[config.mk]
export PLATFORM = sky130hd
export DESIGN_NAME = cia_back
export DESIGN_NICKNAME = d
export VERILOG_FILES = /design/src/cia_pkg.sv /design/src/cia_back.sv
export SDC_FILE = /design/constraint.sdc
export NUM_CORES = 1
export LEC_CHECK = 0
export ABC_AREA = 1
export ABC_CLOCK_PERIOD_IN_PS = 10400
export BUFFER_PORTS_ARGS = -buffer_cell sky130_fd_sc_hd__clkbuf_2
export CORE_AREA = 5 5 126 128
export CTS_CLUSTER_DIAMETER = 150
export CTS_CLUSTER_SIZE = 20
export DETAILED_ROUTE_END_ITERATION = 6
export DIE_AREA = 0 0 131 133
export PLACE_DENSITY = 0.67
export SYNTH_ARGS = -nofsm -noshare
export SYNTH_HDL_FRONTEND = slang
export SYNTH_SLANG_ARGS = --single-unit
[constraint.sdc]
create_clock -name clk_i -period 10.4 [get_ports clk_i]
set_input_delay 2.08 -clock clk_i [delete_from_list [all_inputs] [get_ports clk_i]]
set_output_delay 2.08 -clock clk_i [all_outputs]
set_load 0.01 [all_outputs]
[src/cia_pkg.sv]
`timescale 1ns / 1ps
`default_nettype none
// ----------------------------------------------------------------------------
// cia_pkg
// shared codes, widths and the item record that walks the divider cell row
// ----------------------------------------------------------------------------
package cia_pkg;

  localparam int unsigned DataW   = 64;
  localparam int unsigned ModeW   = 3;
  localparam int unsigned StatW   = 2;
  localparam int unsigned NumCells = DataW;

  localparam logic [ModeW-1:0] ModeUadd = 3'd0;
  localparam logic [ModeW-1:0] ModeUsub = 3'd1;
  localparam logic [ModeW-1:0] ModeUmul = 3'd2;
  localparam logic [ModeW-1:0] ModeUdiv = 3'd3;
  localparam logic [ModeW-1:0] ModeSadd = 3'd4;
  localparam logic [ModeW-1:0] ModeSsub = 3'd5;
  localparam logic [ModeW-1:0] ModeSmul = 3'd6;

  localparam logic [StatW-1:0] StatOk   = 2'd0;
  localparam logic [StatW-1:0] StatOvf  = 2'd1;
  localparam logic [StatW-1:0] StatDivz = 2'd2;

  localparam logic [DataW-1:0] SignBit = {1'b1, {(DataW-1){1'b0}}};

  typedef struct packed {
    logic [ModeW-1:0] mode;
    logic [DataW-1:0] divisor;
    logic [DataW-1:0] rem;
    logic [DataW-1:0] quo;
    logic [DataW-1:0] side_res;
    logic [StatW-1:0] side_st;
  } cell_t;

endpackage
`default_nettype wire

[src/cia_back.sv]
`timescale 1ns / 1ps
`default_nettype none
// ----------------------------------------------------------------------------
// cia_back
// ceiling correction, result select and output register
// ----------------------------------------------------------------------------
module cia_back import cia_pkg::*; (
  input  wire logic              clk_i,
  input  wire logic              rst_ni,
  input  wire logic              valid_i,
  output logic                   ready_o,
  input  wire cell_t             data_i,
  output logic                   valid_o,
  input  wire logic              ready_i,
  output logic [DataW-1:0]       res_o,
  output logic [StatW-1:0]       st_o
);

  logic             v_q, adv;
  logic [DataW-1:0] res_d, res_q;
  logic [StatW-1:0] st_q;

  assign adv     = !v_q || ready_i;
  assign ready_o = adv;
  assign valid_o = v_q;
  assign res_o   = res_q;
  assign st_o    = st_q;

  always_comb begin
    res_d = data_i.side_res;
    if (data_i.mode == ModeUdiv && data_i.side_st == StatOk) begin
      res_d = data_i.quo + {{(DataW-1){1'b0}}, (data_i.rem != '0)};
    end
  end

  always_ff @(posedge clk_i or negedge rst_ni) begin
    if (!rst_ni) begin
      v_q <= 1'b0;
    end else if (adv) begin
      v_q <= valid_i;
    end
  end

  always_ff @(posedge clk_i) begin
    if (adv && valid_i) begin
      res_q <= res_d;
      st_q  <= data_i.side_st;
    end
  end

endmodule
`default_nettype wire

* Word level (Yosys, flattened, before mapping) *
Cells that the tools add are included.

word-level totals
  register bits after elaboration = 67
  bits in latches = 0
  memory bits (writable) = 0
  bits in read-only memories = 0
  input bits = 265
  output and inout port bits = 68
  logic and storage cells = 12
  memories = 0

cells by class
  $add $sub $neg = 1
  multiply operators = 0
  divide/modulo/power cells = 0
  magnitude comparators = 0
  eq/ne operators = 1
  shift-type cells = 0
  mux-type cells = 1
  bitwise logic cells = 0
  reductions and logical operators = 6

operators with widths
  cell                  number
  $add A64 B1 Y64       1
  $mux W64              1
  $reduce_bool A64 Y1   1
  $eq A3 B2 Y1 const B  1
  $logic_and A1 B1 Y1   2
  $logic_not A2 Y1      1
  $logic_not A1 Y1      1
  $logic_or A1 B1 Y1    1

* Longest topological paths before layout *
  depth in word-level cells = 3
  depth in mapped cells = 16
  mapped depth without buffers = 16

* Least setup slack after synthesis *
OpenSTA, ideal clock, no wires.

  path type = in2reg
  from = input port valid_i
  to = register res_q[0], in the netlist res_o[0], enable pin
  library setup time = 0.512 ns
  data arrival time = 5.324 ns
  required time = 9.888 ns
  setup slack = 4.564 ns
  stages = 2
  buffers on the path = 0
  cell sequence = inv_1 a21oi_1

between the ends
  longest elaborated chain between the ends = 1

ends and longest elaborated chain
  item                    RTL line        text
  start: declaration      cia_back.sv:10  input wire logic valid_i,
  $logic_and A1 B1 Y1     cia_back.sv:45  if (adv && valid_i) begin
  end signal: assignment  cia_back.sv:46  res_q <= res_d;
  end: declaration        cia_back.sv:20  logic [DataW-1:0] res_d, res_q;

Every way passes these cells.
A chain may end at the register's enable or synchronous reset.

* Worst setup path after layout *
  from = input port ready_i
  to = output port ready_o

between the ends
  longest elaborated chain between the ends = 1

ends and longest elaborated chain
  item                RTL line        text
  start: declaration  cia_back.sv:14  input wire logic ready_i,
  $logic_or A1 B1 Y1  cia_back.sv:23  assign adv = !v_q || ready_i;
  end: declaration    cia_back.sv:11  output logic ready_o,

Every way passes these cells.

==> flow_summary.ini <==
[route]
wl_per_cell_um = 16.2
drt_iter0_drc = 387
via_count = 5541
ant_nets = 0
wl_um = 18500
viasPerCell = 4.84
drt-pass1-iter-count = 5
drc = 0

[floorplanning]
io_pins = 333
die_w_um = 131
die_area_um2 = 17400
coreArea_um2 = 14800
rows = 45
initial_core_util_pct = 33.3
dieHeight_um = 133

[logic_synthesis]
syn_area_per_cell_um2 = 7.18
synth_area_um2 = 4910
synth_cell_type_count = 27
synth_nets = 952
ys_warn_count = 0
ys_ff_latch = 67
ys_seq_area_share_pct = 40.9
synth_cells = 684

[final_layout]
syn_to_final_growth_pct = 37.7
final_nets = 1220
seq_area_um2 = 2010
n_antenna_cell = 0
mostFrequentLayoutCell = nand2_1
multi_input_area_um2 = 2740
final_util_pct = 45.8
drive_gt1_share_pct = 33.5
final_cell_area_um2 = 6760
fillers = 1547
final_cell_mix = nand2_1 (275), clkbuf_2 (268), nor2_1 (114)

[grt]
grt_overflow = 0
grt.met3_usage_pct = 6.50
grt_max_degree = 87
first_global_vias = 5229
grt_usage_pct = 20.6
grt_antenna_before_repair = 0
met1_usage_pct = 27.4
grt_pass1_wl_um = 27300
use_met2_pct = 32.5
grt.busiest_layer = met2

[critical_path]
r2r-start = valid_o
cp_max_fo = 2
cp.required_ns = 8.32
arrival_ns = 2.46
crit_type = in2out
critPathLaunch = ready_i
cp-end-kind = output pin
start_kind = input port

[placement]
portBuffers = 268
hpwlAfterDp_um = 15600
place.gp.congestion = 0.935
place_ws_ns = 5.85
postPlaceCellArea_um2 = 6460

[sta]
post-route-period-util_pct = 43.7
period_needed_ns = 4.54
fin_tns_setup_ns = 0
clock.fmax_mhz = 220
worstMarginPinSlew_ns = 0.884
rsz0062_at_grt = no
setup_viol = 0
maxSlewViolCount = 0
slew_headroom_pct = 41.1
fin_ws_ns = 5.86
hold_viol = 0
finalClockSkew_ns = 0.00421

[cts]
cts_resized = 0
cts_root_buffer = clkbuf_16
hold_buffers = 0
post_cts_buffers = 0
clk_pin_slew_worst_paths_ns = 0.06
cts_buffers = 9
cts_tree = done
clockBufferDepth = 2
clk_latency_ns = 0.34
cts_max_level = 3
cts_sinks = 67

[pwr]
power_density_nw_per_um2 = 112
ir_worst_vdd_mv = 0.0725
p_leak_nw = 3.11

[run_status]
status = completed

[flow_run]
maxCapViolCount = 0

[worst_hold_path]
hold_class = reg2reg
min_from = valid_o
-- synth_stat cells --
cell type	n	share of area, %
o21ai_1	7	0.71
o21ai_0	15	1.5
inv_1	28	2.1
nor2_2	9	1.1
o21bai_1	26	4.0
xor2_1	13	2.3
ha_1	3	0.76
inv_2	2	0.15
nand3_1	40	4.1
nor2_1	114	8.7
dfrtp_1	1	0.51
o21ai_2	1	0.18
edfxtp_1	66	40
a21oi_1	1	0.10
buf_2	9	0.92
and3_1	1	0.13
xnor2_1	16	2.9
nand2_1	275	21
nand2_4	3	0.69
nand3b_1	1	0.15
a31oi_1	1	0.13
nand2_2	10	1.3
clkbuf_1	5	0.38
nor2_4	5	1.1
nor4_1	16	2.0
nor2_8	2	0.82
nand4_1	14	1.8
-- final timing paths --
check | endpoint | slack, ns | cells past startpoint
setup / recovery | ready_o | 5.86 | 4
hold / removal | valid_o | 0.60 | 2
setup reg to reg | res_o[56] | 8.73 | 2
hold reg to reg | valid_o | 0.60 | 2
max in group asynchronous | valid_o | 8.81 | 1
min in group asynchronous | valid_o | 1.51 | 1
-- metrics by stage --
stage	total power (W)	instances	hold slack [ns]
global placement	0.000451	1129	0.566
detailed placement	0.000453	1129	0.595
floorplan	0.000382	684	0.609
CTS	0.000768	1145	0.611
global route	0.000796	1145	0.642
finish	0.000759	1145	0.597
-- kinds of logic after synthesis --
family / count (synthesis) / share of synthesized area, %
flops: 67 / 40.9
xor+xnor: 29 / 5.17
buf+inv: 44 / 3.59
simple gates: 490 / 43.0
compound gates: 51 / 6.62
fa+ha+maj: 3 / 0.764
-- critical path, cell delays in order --
cell and delay [ns]:
clkbuf_2 0.08, inv_1 0.10, nand2_1 0.08, clkbuf_2 0.13
-- layout make-up --
class                      instances  area share, %
multi-input combinational        573           40.5
sequential                        67           29.7
timing repair buffer             271           20.2
clock buffer                      10           3.54
tap                              188           3.48
inverter                          30           1.67
clock inverter                     6          0.944
-- sequential cells by signal, summed over array words and instances, names as in the netlist --
name	count
valid_o	1
st_o	2
res_o	64
-- where the power goes --
| part | leakage [nW] | switching [W] | internal [W] |
|---|---|---|---|
| clock network | 0.145 | 0.000120 | 0.000192 |
| logic | 2.32 | 0.0000702 | 0.0000564 |
| registers | 0.640 | 0.00000417 | 0.000317 |
-- metal layers --
layer / routed length [µm] / part of all wire, % / vias to the layer above
li1: - / - / 2789
met3: 1870 / 10 / 20
met1: 7960 / 43 / 2523
met2: 8420 / 45 / 209
met4: 277 / 1.5 / 0
met5: 0 / 0 / -
Note: power is estimated with default switching activity, not from simulation.
