`src/cia_pkg.sv`:
```
`timescale 1ns / 1ps
`default_nettype none
// ----------------------------------------------------------------------------
// cia_pkg
// shared codes, widths and the item record that walks the divider cell row
// ----------------------------------------------------------------------------
package cia_pkg;

  localparam int unsigned DataW   = 64;
  localparam int unsigned ModeW   = 3;
  localparam int unsigned StatW   = 2;
  localparam int unsigned NumCells = DataW;

  localparam logic [ModeW-1:0] ModeUadd = 3'd0;
  localparam logic [ModeW-1:0] ModeUsub = 3'd1;
  localparam logic [ModeW-1:0] ModeUmul = 3'd2;
  localparam logic [ModeW-1:0] ModeUdiv = 3'd3;
  localparam logic [ModeW-1:0] ModeSadd = 3'd4;
  localparam logic [ModeW-1:0] ModeSsub = 3'd5;
  localparam logic [ModeW-1:0] ModeSmul = 3'd6;

  localparam logic [StatW-1:0] StatOk   = 2'd0;
  localparam logic [StatW-1:0] StatOvf  = 2'd1;
  localparam logic [StatW-1:0] StatDivz = 2'd2;

  localparam logic [DataW-1:0] SignBit = {1'b1, {(DataW-1){1'b0}}};

  typedef struct packed {
    logic [ModeW-1:0] mode;
    logic [DataW-1:0] divisor;
    logic [DataW-1:0] rem;
    logic [DataW-1:0] quo;
    logic [DataW-1:0] side_res;
    logic [StatW-1:0] side_st;
  } cell_t;

endpackage
`default_nettype wire

```
`src/cia_cell.sv`:
```
`timescale 1ns / 1ps
`default_nettype none
// ----------------------------------------------------------------------------
// cia_cell
// one restoring division step: one quotient bit per cell, item moves on
// ----------------------------------------------------------------------------
module cia_cell import cia_pkg::*; (
  input  wire logic  clk_i,
  input  wire logic  rst_ni,
  input  wire logic  valid_i,
  output logic       ready_o,
  input  wire cell_t data_i,
  output logic       valid_o,
  input  wire logic  ready_i,
  output cell_t      data_o
);

  logic           v_q;
  logic           adv;
  cell_t          c_d, c_q;
  logic [DataW:0] trial;
  logic [DataW:0] diff;
  logic           ge;

  assign adv     = !v_q || ready_i;
  assign ready_o = adv;
  assign valid_o = v_q;
  assign data_o  = c_q;

  assign trial = {data_i.rem, data_i.quo[DataW-1]};
  assign diff  = trial - {1'b0, data_i.divisor};
  assign ge    = !diff[DataW];

  always_comb begin
    c_d     = data_i;
    c_d.rem = ge ? diff[DataW-1:0] : trial[DataW-1:0];
    c_d.quo = {data_i.quo[DataW-2:0], ge};
  end

  always_ff @(posedge clk_i or negedge rst_ni) begin
    if (!rst_ni) begin
      v_q <= 1'b0;
    end else if (adv) begin
      v_q <= valid_i;
    end
  end

  always_ff @(posedge clk_i) begin
    if (adv && valid_i) c_q <= c_d;
  end

endmodule
`default_nettype wire

```
`config.mk`:
```
export PLATFORM = sky130hd
export DESIGN_NAME = cia_cell
export DESIGN_NICKNAME = d
export VERILOG_FILES = /design/src/cia_pkg.sv /design/src/cia_cell.sv
export SDC_FILE = /design/constraint.sdc
export NUM_CORES = 1
export LEC_CHECK = 0
export ABC_AREA = 0
export BUFFER_PORTS_ARGS = -buffer_cell sky130_fd_sc_hd__clkbuf_2
export CAP_MARGIN = 20
export CORE_AREA = 2 2 207 209
export DETAILED_ROUTE_END_ITERATION = 6
export DIE_AREA = 0 0 209 211
export PLACE_DENSITY_LB_ADDON = 0.3
export SKIP_CTS_REPAIR_TIMING = 1
export SLEW_MARGIN = 20
export SYNTH_ARGS = -nofsm -noshare
export SYNTH_HDL_FRONTEND = slang
export SYNTH_SLANG_ARGS = --single-unit
export TNS_END_PERCENT = 10
```
`constraint.sdc`:
```
create_clock -name clk_i -period 10.6 [get_ports clk_i]
set_clock_uncertainty 0.2 [all_clocks]
set_input_delay 2.12 -clock clk_i [delete_from_list [all_inputs] [get_ports clk_i]]
set_output_delay 2.12 -clock clk_i [all_outputs]
set_load 0.01 [all_outputs]
```
## Word-level counts from Yosys, hierarchy flattened

Index checks and enable logic that the tools add are counted.

| storage, ports and cells | value |
|---|---|
| flip-flop bits (word level) | 262 |
| input port bits | 265 |
| output and inout bits | 263 |
| logic and storage cells | 13 |

| cells by class | value |
|---|---|
| add/sub/neg operators | 1 |
| mux-type cells | 1 |
| reductions and logical operators | 4 |

Operators by type and width:

| operator | number |
|---|---|
| subtractor 65 x 64 -> 65 bit | 1 |
| two-way mux 64 bit | 1 |
| zero test 1 bit | 2 |
| logical AND 1 bit | 1 |
| logical OR 1 bit | 1 |

## Logic depth before layout (Yosys ltp)

Gate-level depths: netlist (run 1).

| logic depth | value |
|---|---|
| depth after elaboration | 3 |
| mapped depth | 17 |
| gate-level depth less buffers | 13 |

## Worst setup path after synthesis (run 1)

No wires, ideal clock.

| timing | value |
|---|---|
| kind | in2reg |
| start | in ready_i |
| end | reg c_q, in the netlist data_o[0], enable pin |
| setup time | 656 ps |
| arrival | 8,272 ps |
| required time | 9,744 ps |
| slack | 1,472 ps |
| stages on the path | 2 |
| path buffers | 0 |
| cells stage by stage | nand2b_1 and2_1 |

| on the way | value |
|---|---|
| longest elaborated chain between the ends | 2 |

Ends and longest elaborated chain:

| item | line | RTL |
|---|---|---|
| from (decl) | cia_cell.sv:14 | `input wire logic ready_i,` |
| logical OR 1 bit | cia_cell.sv:25 | `assign adv = !v_q \|\| ready_i;` |
| logical AND 1 bit | cia_cell.sv:49 | `if (adv && valid_i) c_q <= c_d;` |
| to (signal assigned) | cia_cell.sv:49 |  |
| to (decl) | cia_cell.sv:20 | `cell_t c_d, c_q;` |

Every way passes these cells.
A chain may end at the register's enable or synchronous reset.

==> results.cfg, run 1 <==
[status]
status = finished, final reports clean

[setup_path]
cp_slowest_cell = inv_4
crit_chain = clkbuf_2 -> inv_1 -> ha_1 -> nand4_2 -> nor4b_4 -> nand3_1 -> o22ai_2 -> o21ai_2 -> a211oi_2 -> o211ai_1 -> and3_1 -> inv_4 -> mux2_2
r2r-start = valid_o
reg2reg_slack_ns = 8.09
crit_path_max_fanout = 59
r2r_end = data_o[196]
required_ns = 10.72
rr_worst_depth = 3
max_stage_delay_ns = 0.62
worstPathArrival_ns = 5.75
cp-end-kind = register
path_delay_family = simple AND/OR/NAND/NOR gates
criticalPathCategory = input port to register
crit_path_start_kind = input port
path_buf_inv = 3

[min_path]
holdPathEnd = valid_o
min_from = valid_o
holdPathStages = 2
hold_path_class = register to register

[detailed_routing]
drt_iter0_markers = 673
postRouteAntennaNets = 0
finalWirelength_um = 44600
firstDrtPassIters = 5
routed_via_density = 4.89
drc_errors = 0
wl_per_cell_um = 21.0
vias = 10400

[floorplan]
initial_core_util_pct = 31.3
fp.dieH_um = 211
die-area_um2 = 44100
io_pins = 528
core_um2 = 41800
die_w_um = 209
rows = 75

[clock_network]
cts_buffer_depth = 3
clk_latency_ns = 0.55
cts_root_buf = clkbuf_16
tritoncts = done
h-tree-depth = 1
numCtsBuffers = 30
cts.sinks = 262
clk_pin_slew_ns = 0.06

[synth]
ys_warn_count = 0
syn_inst = 1028
synthArstFlopShare_pct = 0.382
synth-seq-cells = 262
synth_nets = 1358
synth-edff-count = 261
ys_seq_area_share_pct = 60.2
yosysTopAreaCell = edfxtp_1
syn-mean-instance-area_um2 = 12.7
ys.flop_type = edfxtp_1
yosysTopAreaCellShare_pct = 60.0
netlist_area_um2 = 13100
synth_area_leaders = edfxtp_1, ha_1, mux2_2
yosysUniqueCellTypes = 76

[layout]
final_core_util_pct = 41.2
final_nets = 1886
drive_gt1_share_pct = 41.0
syn_to_final_growth_pct = 31.7

[sta]
tns_ns = 0
max_freq_mhz = 177
slew_headroom_pct = 34.0
setup_viol = 0
rsz0062_at_grt = false
tightestPinTransition_ns = 0.990
finalHoldViolCount = 0
slew_violations = 0
hold_slack_ns = 0.346
post-route-period-util_pct = 53.2
fin_crit_ns = 5.64

[power_and_ir_drop]
power_w = 0.00286
leakagePower_nw = 7.65
power_density_nw_per_um2 = 166
ir_drop_mv = 0.110

[global_routing]
antenna_found_initial = 5
gr-total-overflow = 0
grt.total_usage_pct = 19.3
grt_pass1_vias = 10300
grt_pass1_wl_um = 64200
grt_max_degree = 148

[placement]
gp_congestion = 0.832
place_hpwl_um = 36000
io_buffers = 527

[job]
cap_violations = 0
-- worst max-delay path by stage --
stage | start | endpoint | slack, ns | cells past startpoint
after detailed placement | data_i[221] | data_o[162] | 4.30 | 13
after global placement | data_i[221] | data_o[133] | 4.44 | 13
after floorplan | ready_i | data_o[0] | 1.47 | 2
after global routing | data_i[221] | data_o[135] | 4.65 | 13
after CTS | data_i[221] | data_o[149] | 4.89 | 13
final | data_i[221] | data_o[135] | 4.96 | 13
-- cells in the mapped netlist (14+ instances only) --
master / instances
nor2_1: 46
ha_1: 64
nand2_1: 67
mux2_2: 49
nand4_1: 20
a21oi_1: 78
a21o_1: 32
edfxtp_1: 261
o21ai_0: 41
nor3_1: 14
xor2_1: 22
inv_1: 87
xnor2_1: 32
clkbuf_1: 19
-- power breakdown --
group,switching (W),internal [W]
logic,0.000333,0.000242
clock network,0.000423,0.000596
registers,0.0000222,0.00124
total,0.000778,0.00208
-- registers in the layout (all words and copies together) (netlist names) --
signal	count
valid_o	1
data_o	261
-- cell type report --
class	count	area (µm²)
timing repair buffer	531	2680
tap	539	674
inverter	88	333
fill	4012	24600
clock inverter	15	133
sequential	262	7860
antenna	2	5.00
clock buffer	41	833
multi-input combinational	643	4690
-- per-layer routing --
metal,wire (µm),vias to the layer above,share of wire (%),track usage [%]
li1,-,4908,-,-
met1,18700,5017,42,24.4
met2,21400,385,48,32.4
met3,3550,51,7.9,5.50
met4,969,4,2.2,5.15
met5,30,-,0.067,0
-- tightest hold or removal path: cells and delay by family (launching register included) --
family,cells,cell delay [ns]
flops,1,0.34
simple gates,2,0.17
-- layout by cell type, fill, tap and decap left out, types with 13 or more instances in the layout --
cell type,n
nor2_1,46
ha_1,64
xnor2_1,32
a21o_1,32
inv_1,87
clkbuf_2,527
o21bai_1,13
mux2_2,49
nand2_1,67
nor3_1,14
edfxtp_1,261
clkbuf_16,31
nand4_1,20
o21ai_0,41
a21oi_1,78
nor2b_1,13
xor2_1,22
-- through the flow --
stage / std cells / area (µm²) / worst slack [ns]
floorplan: 1028 / 13100 / 1.47
global placement: 2063 / 16200 / 4.44
detailed placement: 2063 / 16200 / 4.30
CTS: 2119 / 17200 / 4.89
global route: 2119 / 17200 / 4.65
finish: 2121 / 17200 / 4.96
-- kinds of logic (layout without fill, tap and decap cells) --
group                    count (synthesis)  count (layout)  share of synthesized area, %
flip-flops                             262             262                          60.2
AO/OA/AOI/OAI                          240             240                          12.0
AND/OR/NAND/NOR                        225             225                          8.90
buffers and inverters                  123             675                          4.00
adder cells (fa/ha/maj)                 65              65                          6.28
multiplexers                            59              59                          5.03
XOR/XNOR                                54              54                          3.62
other                                    0               2                             0
Note: power is estimated with default switching activity, not from simulation.
==> inputs of run 2 (changes only) <==
--- a/config.mk
+++ b/config.mk
@@ -8,9 +8,9 @@
 export ABC_AREA = 0
 export BUFFER_PORTS_ARGS = -buffer_cell sky130_fd_sc_hd__clkbuf_2
 export CAP_MARGIN = 20
-export CORE_AREA = 2 2 207 209
+export CORE_AREA = 2 2 203 205
 export DETAILED_ROUTE_END_ITERATION = 6
-export DIE_AREA = 0 0 209 211
+export DIE_AREA = 0 0 205 207
 export PLACE_DENSITY_LB_ADDON = 0.3
 export SKIP_CTS_REPAIR_TIMING = 1
 export SLEW_MARGIN = 20
==> constraint.sdc (replaced) <==
create_clock -name clk_i -period 4.6 [get_ports clk_i]
set_clock_uncertainty 0.2 [all_clocks]
set_input_delay 0.92 -clock clk_i [delete_from_list [all_inputs] [get_ports clk_i]]
set_output_delay 0.92 -clock clk_i [all_outputs]
set_load 0.01 [all_outputs]
==> run 2 against run 1 <==
Compared with the run above: sequential cell count did not move; worst setup slack got worse by 4.3 ns; register-to-register slack got worse by 5.7 ns; non-clock buffer count rose by 23; via count fell by 0.28%; highest routed layer unchanged; die area fell by 3.8%; largest cell class unchanged; global-route usage rose by 0.38 points; wire length fell by 2.7%; combinational power rose by 140%.
==> results.cfg, run 2 (synthesized netlist as in run 1, its figures left out) <==
[clock_network]
tritoncts = done
cts_root_buf = clkbuf_16
numCtsBuffers = 31
cts.sinks = 262
h-tree-depth = 1
clk_pin_slew_ns = 0.06
cts_buffer_depth = 3
clk_latency_ns = 0.58

[setup_path]
criticalPathCategory = input port to register
rr_worst_depth = 3
r2r-start = valid_o
r2r_end = data_o[107]
reg2reg_slack_ns = 2.38
worstPathArrival_ns = 4.09
crit_path_max_fanout = 5
crit_path_start_kind = input port
required_ns = 4.74
cp-end-kind = register

[global_routing]
grt_pass1_vias = 10400
antenna_found_initial = 6
gr-total-overflow = 0
grt.total_usage_pct = 19.7
grt_max_degree = 81
grt_pass1_wl_um = 63700

[floorplan]
die-area_um2 = 42400
core_um2 = 40400
die_w_um = 205
fp.dieH_um = 207
rows = 74
initial_core_util_pct = 32.4
io_pins = 528

[power_and_ir_drop]
power_density_nw_per_um2 = 382
leakagePower_nw = 7.81
ir_drop_mv = 0.263

[layout]
syn_to_final_growth_pct = 33.5
final_nets = 1910
final_common_cell = clkbuf_2
fillers = 3913
drive_gt1_share_pct = 41.9
seq_area_um2 = 7860
final_cell_mix = clkbuf_2, edfxtp_1, inv_1
final_core_util_pct = 43.2
largest_reg_flops = 261
multi_input_area_um2 = 4690

[min_path]
holdPathEnd = data_o[16]
hold_path_class = input port to register
holdPathStages = 1
min_from = data_i[16]

[placement]
place_hpwl_um = 35100
gp_congestion = 0.849
io_buffers = 527

[detailed_routing]
firstDrtPassIters = 7
drc_errors = 0
routed_via_density = 4.83
vias = 10300
postRouteAntennaNets = 0
drt_iter0_markers = 614
wl_per_cell_um = 20.3
finalWirelength_um = 43400

[sta]
slew_violations = 0
setup_viol = 0
tightestPinTransition_ns = 0.832
max_freq_mhz = 253
post-route-period-util_pct = 85.8
slew_headroom_pct = 44.1
tns_ns = 0
rsz0062_at_grt = false
finalHoldViolCount = 0
fin_crit_ns = 3.95

[job]
cap_violations = 0

[status]
status = finished, final reports clean
-- run 2: cell types whose count changed in the layout (fill, tap and decap cells not counted) --
cell           before  now
diode_2             2    3
clkinv_2            2    6
clkinv_4            2    0
buf_4               3   20
buf_12              1    6
clkinvlp_4          3    1
clkinv_1            6    7
inv_6               0    1
clkbuf_8            2    0
clkbuf_1            8    6
dlygate4sd3_1       0    1
bufinv_16           2    3
inv_16              0    1
-- run 2: worst max-delay path by stage --
stage | startpoint | to | slack, ns | depth (start not counted)
2_1_floorplan | data_i[201] | data_o[187] | 0.48 | 17
3_3_place_gp | data_i[218] | data_o[193] | 0.10 | 12
3_5_place_dp | data_i[218] | data_o[193] | 0.07 | 12
4_1_cts | data_i[129] | data_o[133] | 0.69 | 15
5_1_grt | data_i[129] | data_o[137] | 0.46 | 15
6_report | data_i[218] | data_o[193] | 0.65 | 12
-- run 2: where the power goes --
| part | total (W) | switching, W | internal, W |
|---|---|---|---|
| Combinational | 0.00137 | 0.000777 | 0.000595 |
| Sequential | 0.00291 | 0.0000468 | 0.00286 |
| Clock | 0.00239 | 0.000992 | 0.00140 |
-- run 2: layout make-up --
| class | count | share of cell area, % |
|---|---|---|
| diodes | 3 | 0.0430 |
| repair buffers | 554 | 16.7 |
| clock buffers | 37 | 4.57 |
| clock inverters | 19 | 1.05 |
| well taps | 532 | 3.81 |
| flip-flops and latches | 262 | 45.0 |
| multi-input cells | 643 | 26.9 |
| inverters | 88 | 1.91 |
-- run 2: per-layer routing --
layer  GRT usage (%)  wire, µm  vias up
li1                -         -     4955
met2            33.5     21200      387
met3            4.78      3340       51
met5               0        38        -
met1            24.8     18100     4937
met4            5.23       771        6
-- run 2: metrics by stage --
step	std cells	power [W]	hold WS (ns)	setup slack (ns)	cell area, µm²
floorplan	1028	0.00378	0.424	0.477	13100
global placement	2078	0.00431	0.343	0.101	16500
detailed placement	2078	0.00433	0.345	0.0659	16500
CTS	2134	0.00677	-0.139	0.691	17400
global route	2138	0.00699	0.263	0.457	17500
finish	2138	0.00667	0.308	0.654	17500
-- run 2: critical path, cell delays in order --
cell and delay [ns]:
clkbuf_2 0.09, inv_1 0.04, ha_1 0.35, a21oi_1 0.22, nor2_1 0.05, or4b_1 0.54
or4b_4 0.61, and4_1 0.22, o21a_1 0.20, o311ai_1 0.47, nand3_1 0.13, a31o_2 0.24
==> inputs of run 3 (changes only) <==
==> constraint.sdc (replaced) <==
create_clock -name clk_i -period 4.6 [get_ports clk_i]
set_clock_uncertainty 0.2 [all_clocks]
set_input_delay 0.46 -clock clk_i [delete_from_list [all_inputs] [get_ports clk_i]]
set_output_delay 0.46 -clock clk_i [all_outputs]
set_load 0.01 [all_outputs]
==> run 3 against run 2 <==
Compared with the run above: the run now ends with hold timing left; total power is 4.5% higher; non-clock buffer count is 193 higher; fmax is 7.3% lower; core utilization is 5.1 points higher; clock power is 7% higher; largest power group unchanged; highest routed layer unchanged.
==> results.cfg, run 3 (synthesized netlist as in run 1, its figures left out) <==
[setup_path]
crit_path_max_fanout = 5
worstPathArrival_ns = 4.36
reg2reg_slack_ns = 2.35
crit_path_start_kind = input port
cp-end-kind = register
r2r_end = data_o[76]
required_ns = 4.70
r2r-start = valid_o
rr_worst_depth = 3
criticalPathCategory = input port to register

[clock_network]
numCtsBuffers = 29
cts.sinks = 262
h-tree-depth = 1
cts_root_buf = clkbuf_16
clk_latency_ns = 0.58
tritoncts = done
cts_buffer_depth = 3
clk_pin_slew_ns = 0.06

[layout]
instances_no_fill = 2328
syn_to_final_growth_pct = 49.3
final_common_cell = clkbuf_2
final_cell_mix = clkbuf_2, edfxtp_1, dlygate4sd3_1
fillers = 3634
drive_gt1_share_pct = 37.0
largest_reg_flops = 261
final_nets = 2101

[status]
status = finished with violations
violations = hold timing

[detailed_routing]
wl_per_cell_um = 19.9
met1Wirelength_um = 18800
highest_layer = met5
dr_wl_met2_um = 23000
drt_iter0_markers = 727
routed_via_density = 4.78
vias = 11100
finalWirelength_um = 46400
postRouteAntennaNets = 0
drc_errors = 0
dr_wl_met3_um = 3480
firstDrtPassIters = 5

[sta]
tightestPinTransition_ns = 0.898
post-route-period-util_pct = 92.6
max_freq_mhz = 235
tns_ns = 0
slew_headroom_pct = 39.6
slew_violations = 0
setup_viol = 0
rsz0062_at_grt = false
hold_slack_ns = -0.00778
layout_setup_ws_ns = 0.343
fin_crit_ns = 4.26
finalHoldViolCount = 1

[floorplan]
rows = 74
fp.dieH_um = 207
die_w_um = 205
initial_core_util_pct = 32.4
io_pins = 528
die-area_um2 = 42400
core_um2 = 40400

[placement]
gp_congestion = 0.909
place_hpwl_um = 35700
io_buffers = 527
place_inst = 2062
dp_slack_ns = 0.343

[global_routing]
grt.total_usage_pct = 19.9
grt_max_degree = 60
gr-total-overflow = 0
grt_pass1_vias = 10200
grt_pass1_wl_um = 64100
antenna_found_initial = 5

[min_path]
hold_path_class = input port to register
min_from = data_i[229]
holdPathStages = 1
holdPathEnd = data_o[229]

[job]
cap_violations = 0

[power_and_ir_drop]
leakagePower_nw = 8.63
ir_drop_mv = 0.239
power_w = 0.00697
power_density_nw_per_um2 = 357
==> run 3: worst max-delay path by stage <==
stage	startpoint	to	slack (ns)	depth (start not counted)
final	data_i[218]	data_o[185]	0.34	13
after global routing	data_i[218]	data_o[185]	0.12	13
after CTS	data_i[129]	data_o[142]	0.94	15
after detailed placement	data_i[129]	data_o[142]	0.34	15
after global placement	data_i[218]	data_o[185]	0.33	12
after floorplan	ready_i	data_o[0]	0.08	2
==> run 3: cell type report <==
class	instances	area, µm²	area share, %
Timing Repair Buffer	747	4900	25.1
Clock inverter	25	329	1.69
Tap cell	532	666	3.41
Antenna cell	2	5.00	0.0257
Clock buffer	29	726	3.72
Inverter	88	333	1.71
Multi-Input combinational cell	643	4690	24.0
Sequential cell	262	7860	40.3
==> run 3: metrics by stage <==
step / cell area (µm²) / util [%] / hold WS, ns
CTS: 17400 / 43.1 / -0.598
global route: 19500 / 48.3 / 0.000330
finish: 19500 / 48.3 / -0.00778
detailed placement: 16300 / 40.5 / 0.0388
global placement: 16300 / 40.5 / 0.0360
floorplan: 13100 / - / -0.0356
==> run 3: where the power goes <==
part	total, W	internal, W	switching, W
Combinational	0.00150	0.000693	0.000811
Clock	0.00256	0.00151	0.00104
Sequential	0.00291	0.00286	0.0000506
Total	0.00697	0.00507	0.00191
==> run 3: critical path, cell delays in order <==
cell and delay, ns:
dlygate4sd3_1 0.53, clkbuf_2 0.13, inv_1 0.05, ha_1 0.34
a21oi_1 0.22, nor2_1 0.05, or4b_1 0.57, or4b_4 0.61
and4_1 0.21, o21ai_1 0.21, nand3_1 0.19, o311ai_0 0.61
mux2i_1 0.18
==> run 3: routing by layer <==
layer	track usage, %	vias to the layer above
met5	0	-
met4	5.38	4
met3	5.84	60
met2	34.1	406
met1	24.2	5319
li1	-	5328
